`config.mk`:
```
export PLATFORM = sky130hd
export DESIGN_NAME = spn_block_cipher_16bit
export DESIGN_NICKNAME = d
export VERILOG_FILES = /design/src/hw/rtl/spn_pkg.sv /design/src/hw/rtl/spn_block_cipher_16bit.sv /design/src/hw/rtl/spn_stage.sv
export SDC_FILE = /design/constraint.sdc
export NUM_CORES = 1
export LEC_CHECK = 0
export BUFFER_PORTS_ARGS = -buffer_cell sky130_fd_sc_hd__buf_2
export CORE_MARGIN = 5
export CORE_UTILIZATION = 35
export CTS_BUF_LIST = sky130_fd_sc_hd__clkbuf_2
export CTS_CLUSTER_SIZE = 40
export DETAILED_ROUTE_END_ITERATION = 7
export PLACE_DENSITY = 0.62
export SLEW_MARGIN = 20
export SYNTH_ARGS = -nofsm -noshare
export SYNTH_HDL_FRONTEND = slang
export SYNTH_HIERARCHICAL = 1
export SYNTH_SLANG_ARGS = --single-unit
export TNS_END_PERCENT = 10
```
`constraint.sdc`:
```
create_clock -name clk -period 4.5 [get_ports clk]
set_clock_uncertainty 0.15 [all_clocks]
set_input_delay 0.45 -clock clk [delete_from_list [all_inputs] [get_ports clk]]
set_output_delay 0.45 -clock clk [all_outputs]
set_load 0.05 [all_outputs]
```
`src/hw/rtl/spn_pkg.sv`:
```
package spn_pkg;

    localparam int BlockW = 16;
    localparam int KeyW   = 32;
    localparam int NibW   = 4;
    localparam int Rounds = 4;

    localparam logic [KeyW-1:0] KEY_RESET = 32'h3A94_D63F;

    localparam logic CMD_ENC = 1'b0;
    localparam logic CMD_DEC = 1'b1;

    typedef logic [BlockW-1:0] block_t;

    // one word in flight: operation plus block
    typedef struct packed {
        logic   cmd;
        block_t data;
    } word_t;

    // per-stage round control
    typedef struct packed {
        logic   first;
        logic   last;
        block_t key_enc;
        block_t key_dec;
        block_t post_enc;
        block_t post_dec;
    } round_ctl_t;

    localparam logic [NibW-1:0] SBOX_FWD [16] = '{
        4'hE, 4'h4, 4'hD, 4'h1, 4'h2, 4'hF, 4'hB, 4'h8,
        4'h3, 4'hA, 4'h6, 4'hC, 4'h5, 4'h9, 4'h0, 4'h7
    };

    localparam logic [NibW-1:0] SBOX_INV [16] = '{
        4'hE, 4'h3, 4'h4, 4'h8, 4'h1, 4'hC, 4'hA, 4'hF,
        4'h7, 4'hD, 4'h9, 4'h6, 4'hB, 4'h2, 4'h0, 4'h5
    };

    // source position (MSB-first) of each output bit (MSB-first)
    localparam logic [3:0] PERM_SRC [16] = '{
        4'd0, 4'd4, 4'd8,  4'd12, 4'd1, 4'd5, 4'd9,  4'd13,
        4'd2, 4'd6, 4'd10, 4'd14, 4'd3, 4'd7, 4'd11, 4'd15
    };

    function automatic block_t subst_fwd(input block_t x);
        block_t y;
        for (int n = 0; n < BlockW / NibW; n++)
        begin
            y[n*NibW +: NibW] = SBOX_FWD[x[n*NibW +: NibW]];
        end
        return y;
    endfunction

    function automatic block_t subst_inv(input block_t x);
        block_t y;
        for (int n = 0; n < BlockW / NibW; n++)
        begin
            y[n*NibW +: NibW] = SBOX_INV[x[n*NibW +: NibW]];
        end
        return y;
    endfunction

    function automatic block_t transpose(input block_t x);
        block_t y;
        for (int i = 0; i < BlockW; i++)
        begin
            y[BlockW-1-i] = x[BlockW-1-int'(PERM_SRC[i])];
        end
        return y;
    endfunction

    // round key r: key bits 31-4r down to 16-4r
    function automatic block_t round_key(input logic [KeyW-1:0] key, input int r);
        block_t k;
        case (r)
            0:       k = key[31:16];
            1:       k = key[27:12];
            2:       k = key[23:8];
            3:       k = key[19:4];
            default: k = key[15:0];
        endcase
        return k;
    endfunction

endpackage

```
`src/hw/rtl/spn_block_cipher_16bit.sv`:
```
// Channel   Direction  Signals                              Carries
// s_axis    in         tvalid tready tdata[15:0] tuser[0]   block in, cmd (0 enc, 1 dec)
// m_axis    out        tvalid tready tdata[15:0]            block out
// cfg       in         valid ready data[31:0]               cipher key
//
// One word per cycle sustained while the output is ready; one register stage per round.
// The output stage is the fourth round register, so a stalled result does not
// stop the earlier stages from filling. Each stage's ready is its own emptiness
// or the ready of the stage after it.
// Reset clears all valid bits and loads the key with 32'h3A94D63F.
// Key writes are always accepted (cfg_ready is tied high).
module spn_block_cipher_16bit (
    input  logic        clk,
    input  logic        rst_n,
    input  logic        s_axis_tvalid,
    output logic        s_axis_tready,
    input  logic [15:0] s_axis_tdata,   // [15:0] data_in
    input  logic [0:0]  s_axis_tuser,   // [0] cmd
    output logic        m_axis_tvalid,
    input  logic        m_axis_tready,
    output logic [15:0] m_axis_tdata,   // [15:0] data_out
    input  logic        cfg_valid,
    output logic        cfg_ready,
    input  logic [31:0] cfg_data        // [31:0] cipher_key
);
    import spn_pkg::*;

    logic [KeyW-1:0] key_reg;

    // pipe index 0 is the input port, index Rounds is the output stage
    logic  pipe_valid [Rounds+1];
    logic  pipe_ready [Rounds+1];
    word_t pipe_word  [Rounds+1];
    round_ctl_t ctl   [Rounds];

    assign cfg_ready = 1'b1;

    always_ff @(posedge clk or negedge rst_n)
    begin
        if (!rst_n)
        begin
            key_reg <= KEY_RESET;
        end
        else if (cfg_valid && cfg_ready)
        begin
            key_reg <= cfg_data;
        end
    end

    assign pipe_valid[0]     = s_axis_tvalid;
    assign s_axis_tready     = pipe_ready[0];
    assign pipe_word[0].cmd  = s_axis_tuser[0];
    assign pipe_word[0].data = s_axis_tdata;

    assign m_axis_tvalid      = pipe_valid[Rounds];
    assign pipe_ready[Rounds] = m_axis_tready;
    assign m_axis_tdata       = pipe_word[Rounds].data;

    for (genvar i = 0; i < Rounds; i++)
    begin : g_round
        // encrypt uses key i, decrypt walks the keys backward from key 4;
        // the final whitening key rides on the last stage
        always_comb
        begin
            ctl[i].first    = (i == 0);
            ctl[i].last     = (i == Rounds - 1);
            ctl[i].key_enc  = round_key(key_reg, i);
            ctl[i].key_dec  = round_key(key_reg, Rounds - i);
            ctl[i].post_enc = (i == Rounds - 1) ? round_key(key_reg, Rounds) : '0;
            ctl[i].post_dec = (i == Rounds - 1) ? round_key(key_reg, 0) : '0;
        end

        spn_stage u_stage (
            .clk       (clk),
            .rst_n     (rst_n),
            .ctl       (ctl[i]),
            .in_valid  (pipe_valid[i]),
            .in_ready  (pipe_ready[i]),
            .in_word   (pipe_word[i]),
            .out_valid (pipe_valid[i+1]),
            .out_ready (pipe_ready[i+1]),
            .out_word  (pipe_word[i+1])
        );
    end

`ifndef SYNTH
    // a draining output means the whole pipe can take a word
    a_ready_chain: assert property (@(posedge clk) disable iff (!rst_n)
        m_axis_tready |-> s_axis_tready)
        else $error("input stalled while output drains");

    // an accepted word lands in the first round register
    a_enter: assert property (@(posedge clk) disable iff (!rst_n)
        (s_axis_tvalid && s_axis_tready) |=> pipe_valid[1])
        else $error("accepted word lost at first stage");

    // a stalled internal stage holds its word
    a_hold: assert property (@(posedge clk) disable iff (!rst_n)
        (pipe_valid[2] && !pipe_ready[2]) |=> (pipe_valid[2] && $stable(pipe_word[2])))
        else $error("stalled stage word changed");
`endif

endmodule

```
`src/hw/rtl/spn_stage.sv`:
```
module spn_stage (
    input  logic               clk,
    input  logic               rst_n,
    input  spn_pkg::round_ctl_t ctl,
    input  logic               in_valid,
    output logic               in_ready,
    input  spn_pkg::word_t     in_word,
    output logic               out_valid,
    input  logic               out_ready,
    output spn_pkg::word_t     out_word
);
    import spn_pkg::*;

    logic   valid_reg;
    word_t  word_reg;
    word_t  word_next;
    block_t enc_x;
    block_t enc_s;
    block_t dec_x;
    block_t dec_t;

    assign in_ready  = !valid_reg || out_ready;
    assign out_valid = valid_reg;
    assign out_word  = word_reg;

    // enc: S(x ^ k), then P except in the last round, then post key
    // dec: x ^ k, P except in the first round, then S^-1 and post key
    always_comb
    begin
        enc_x = in_word.data ^ ctl.key_enc;
        enc_s = subst_fwd(enc_x);
        if (!ctl.last)
        begin
            enc_s = transpose(enc_s);
        end
        dec_x = in_word.data ^ ctl.key_dec;
        dec_t = ctl.first ? dec_x : transpose(dec_x);
        word_next.cmd = in_word.cmd;
        if (in_word.cmd == CMD_DEC)
        begin
            word_next.data = subst_inv(dec_t) ^ ctl.post_dec;
        end
        else
        begin
            word_next.data = enc_s ^ ctl.post_enc;
        end
    end

    always_ff @(posedge clk or negedge rst_n)
    begin
        if (!rst_n)
        begin
            valid_reg <= 1'b0;
        end
        else if (in_ready)
        begin
            valid_reg <= in_valid;
        end
    end

    always_ff @(posedge clk)
    begin
        if (in_ready && in_valid)
        begin
            word_reg <= word_next;
        end
    end

endmodule

```
# After elaboration in Yosys (flattened, before gate mapping)
# Memories as Yosys holds them, arrays and structs flattened.
# Index checks and enable logic that the tools add are counted.
[totals]
register_bits = 103
mem_bits_ro = 2048
inputBits = 54
out_inout_bits = 19
wordCells = 197
n_memories = 32
[memory_table]
columns = ["memory", "words", "width", "read_ports", "rd_ports_with_merged_regs", "wr", "line", "text"]
rows = [
  ["(no name shown)", 16, 4, 1, 0, 0, "spn_pkg.sv:60", "y[n*NibW +: NibW] = SBOX_INV[x[n*NibW +: NibW]];"],
  ["(no name shown)", 16, 4, 1, 0, 0, "spn_pkg.sv:60", ""],
  ["(no name shown)", 16, 4, 1, 0, 0, "spn_pkg.sv:60", ""],
  ["(no name shown)", 16, 4, 1, 0, 0, "spn_pkg.sv:51", "y[n*NibW +: NibW] = SBOX_FWD[x[n*NibW +: NibW]];"],
  ["(no name shown)", 16, 4, 1, 0, 0, "spn_pkg.sv:51", ""],
  ["(no name shown)", 16, 4, 1, 0, 0, "spn_pkg.sv:51", ""],
  ["26 more memories", "n/a", "n/a", "n/a", "n/a", "n/a", "n/a", ""],
]
[op_classes]
magnitude_cmp = 32
mux = 68
n_bitwise = 41
n_reduce_logical = 12
[op_table]
columns = ["cell", "count"]
rows = [
  ["$mux 4", 64],
  ["$ge 5x5->1 const B", 32],
  ["$not 4->5", 32],
  ["$xor 16x16->16", 9],
  ["$mux 16", 4],
  ["$logic_and 1x1->1", 4],
  ["$logic_not 1->1", 4],
  ["$logic_or 1x1->1", 4],
]

# Logic depth before layout (Yosys ltp)
[logic_depth]
depth_word = 7
mapped_depth = 8
depth_no_buf = 8

# Cells and area by module
# Netlist, hierarchy kept.
[by_module_without_submodules]
columns = ["module", "instances", "cells_per_inst", "area_each_um2", "seq_area_each_um2"]
rows = [
  ["spn_stage at g_round[1].u_stage ...", 3, 328, 2972.9, 535.5],
  ["spn_stage at g_round[0].u_stage", 1, 324, 3006.6, 535.5],
  ["spn_block_cipher_16bit", 1, 71, 1382.6, 823.3],
]

# Worst setup path after synthesis
# Ideal clock, no wire load.
[synth_timing]
kind = "reg-to-reg"
start = "register key_reg[13]"
end = "register g_round[3].u_stage.word_reg, in the netlist g_round[3].u_stage/out_word[7] (data pin)"
setup_ns = 0.280
t_arrival_ns = 2.181
required_ns = 4.070
setup_slack_ns = 1.889
stages_incl_launch_ff = 9
n_path_buf = 0
synth_period_minus_slack_ns = 2.611
path_cell_list = "dfrtp_1 xor2_1 mux2i_1 inv_1 ha_1 and2_1 or4_1 nand4_1 a21oi_1"
[synth_lines]
columns = ["element", "line", "text"]
rows = [
  ["from (decl)", "spn_block_cipher_16bit.sv:28", "logic [KeyW-1:0] key_reg;"],
  ["from (signal assigned)", "spn_block_cipher_16bit.sv:46", "key_reg <= cfg_data;"],
  ["to (signal assigned)", "spn_stage.sv:65", "word_reg <= word_next;"],
  ["to (decl)", "spn_stage.sv:15", "word_t word_reg;"],
]

==> out/summary.txt <==
======================================================================================================
Maximum resistive drop on vdd ...........................................................   0.000218 V
Maximum number of pins on one net before global-route repair ............................           37
Crit Reg-Reg Startpoint .................................................................  key_reg[16]
Sink Count ..............................................................................          103
Post-layout minimum cycle time ..........................................................      3.26 ns
Number of H-tree branching levels .......................................................            3
Number of antenna violations at the first check in global routing .......................            4
Static Leak .............................................................................      6.06 nW
Buffers from clock root to sink, at most ................................................            2
Final-layout fill cell count ............................................................         3644
Layout area overhead ....................................................................        13.2%
Clock tree from TritonCTS ...............................................................        built
Vertical die dimension ..................................................................       205 um
Post-Route Hold Slack ...................................................................     0.119 ns
Worst hold path depth ...................................................................            1
Count of boundary I/O pins ..............................................................           73
Average via count per standard cell .....................................................         5.23
Sequence of cells on the critical path .................................................. xnor2_1 > inv_1 > ha_1 > o311ai_0 > mux2i_1 > xor2_1 > mux2i_1
Worst hold path class ...................................................................    in -> reg
Vias ....................................................................................        11100
Cell at the slowest stage of the critical path ..........................................     o311ai_0
Highest net fanout along the worst path .................................................           12
Number of port buffers ..................................................................           71
Final HPWL DP ...........................................................................      28.4 mm
Total GRT Usage .........................................................................        17.6%
Tightest slew margin relative to the limit ..............................................        31.2%
Max Cap Viol ............................................................................            0
WL final ................................................................................      37.3 mm
CP Launch Type ..........................................................................    flip-flop
Type of the worst setup path ............................................................   reg -> reg
Crit path setup slack, layout ...........................................................      1.24 ns
Number of flip-flops under the largest register name ....................................           67
Clock transition at the register clock pins on the worst setup and hold paths after CTS .      0.40 ns
Initial core utilization ................................................................        35.3%
Hold bufs inserted after CTS ............................................................           35
Total Die Area ..........................................................................  41900 sq um
Width of the die ........................................................................       205 um
Kind of capture point of the worst setup path ...........................................    flip-flop
Core ar. ................................................................................  37600 sq um
Power density normalized to cell area ...................................................  598 nW/um^2
WHS Endpoint ............................................................................ g_round[0].u_stage/out_word[16]
Post-Route Setup TNS ....................................................................         0 ns
Ratio of cells with drive above 1 in the final layout ...................................        15.0%
Area of the mapped netlist ..............................................................  13300 sq um
Fin. Hold Viols .........................................................................            0
CTS Buf Count ...........................................................................            9
Data arrival time of the worst path .....................................................      3.65 ns
Number of nets in the layout ............................................................         1699
Largest stage delay on the critical path ................................................      0.77 ns
Register-to-Register Path Depth .........................................................            7
Post-CTS setup buffers ..................................................................            0
DP Worst Slack ..........................................................................      1.37 ns
Tot Pwr .................................................................................      8.99 mW
Total of cells resized after clock tree synthesis .......................................            0
Util after Layout .......................................................................        40.0%
Count of nets left with antenna violations after detail routing .........................            0
Final slew viol count ...................................................................            0
Wire per inst ...........................................................................      17.6 um
Total setup violations reported at the end of the flow ..................................            0
Via count of the first global-routing pass ..............................................        10200
Root buffer selected by CTS .............................................................     clkbuf_2
Synthesized area divided by synthesized cell count ......................................   9.64 sq um
Wire length of the first global-routing pass ............................................      57.8 mm
Final weighted congestion of routability-driven global placement ........................        0.909
Number of instances in the synthesized netlist ..........................................         1378
Maximum clock frequency .................................................................    0.307 GHz
DRC violations left .....................................................................            0
Origin of the worst min-delay path ...................................................... s_axis_tuser
Row Count ...............................................................................           71
Total congestion overflow ...............................................................            0
Least-Margin Pin Slew ...................................................................      1.03 ns
Data required time of the critical path .................................................      4.90 ns
Outcome ................................................................................. finished clean
Clock latency on the worst-skew pair ....................................................      0.73 ns
Terminus of the critical flop-to-flop path .............................................. g_round[0].u_stage/out_word[8]
Syn. warnings ...........................................................................            6
RSZ-0062 raised after global routing ....................................................        false
Reg2Reg Setup Slack .....................................................................      1.24 ns
TritonRoute pass-1 iters ................................................................            5
Most frequent CP cell ...................................................................      mux2i_1
Initial DRC count .......................................................................          784
Final cycle utilization of the critical path ............................................        72.4%
======================================================================================================
## critical path, delay by kind of cell (launching register included)
family	cells	cell delay, ns
AOI/OAI and AO/OA	1	0.77
DFF	1	0.74
xor gates and xnor gates	2	0.72
muxes	2	0.31
adders and majority gates	1	0.30
buffers and inverters	1	0.09
## metrics by stage
stage          instances  instance area (sq um)
2_1_floorplan       1517                  13800
6_report            2118                  15000
3_5_place_dp        2062                  14500
5_1_grt             2118                  15000
4_1_cts             2113                  15000
3_3_place_gp        2062                  14500
## placed cells by master (no fill, tap or decap), types with 9 or more instances in the layout
cell           count
dfrtp_1           18
mux2_4            34
o21ai_0           48
dlygate4sd3_1     35
o221ai_1          14
nor4_1            13
xnor2_1          195
clkbuf_2           9
buf_2             71
mux2i_1          167
nand4_1           22
mux2_2            31
conb_1           141
o221a_2           11
inv_1             57
a21oi_1           40
nand3_1           48
nor3_1            50
nand2b_1          20
o211ai_1          23
and3_1            12
nor2_1            54
nor3b_1           21
mux2i_4            9
edfxtp_1          67
dfstp_2           18
a211oi_1          19
xor2_1           106
mux2i_2            9
nand2_1           33
ha_1              48
## how the worst max path moves through the flow
stage	startpoint	to	slack [ns]
floorplan	key_reg[13]	g_round[3].u_stage/out_word[7]	1.89
global placement	key_reg[13]	g_round[3].u_stage/out_word[7]	1.49
detailed placement	key_reg[13]	g_round[3].u_stage/out_word[7]	1.37
CTS	key_reg[16]	g_round[0].u_stage/out_word[8]	1.29
global route	key_reg[16]	g_round[0].u_stage/out_word[8]	1.09
finish	key_reg[16]	g_round[0].u_stage/out_word[8]	1.24
## power by group
group / internal [mW] / total (mW) / switching [mW]
sequential: 1.48 / 1.92 / 0.441
combinational: 2.74 / 6.52 / 3.78
clock: 0.118 / 0.552 / 0.434
## area by class of cell
class	instances	area (sq um)	area share (%)
Antenna cell	5	12.5	0.0832
Clock inverter	7	104	0.691
Inverter	60	225	1.50
Timing Repair Buffer	110	736	4.89
Sequential cell	103	2940	19.5
Multi-Input combinational cell	1313	10300	68.8
Clock buffer	9	45.0	0.300
Tap cell	511	639	4.25
## per-layer routing
| layer | global-route usage [%] | routed length [um] | vias up |
|---|---|---|---|
| li1 | - | - | 5435 |
| met1 | 23.9 | 17100 | 5317 |
| met2 | 29.3 | 17600 | 265 |
| met3 | 2.04 | 1420 | 60 |
| met4 | 5.86 | 1160 | 0 |
| met5 | 0 | 0 | - |
Note: power is estimated with default switching activity, not from simulation.
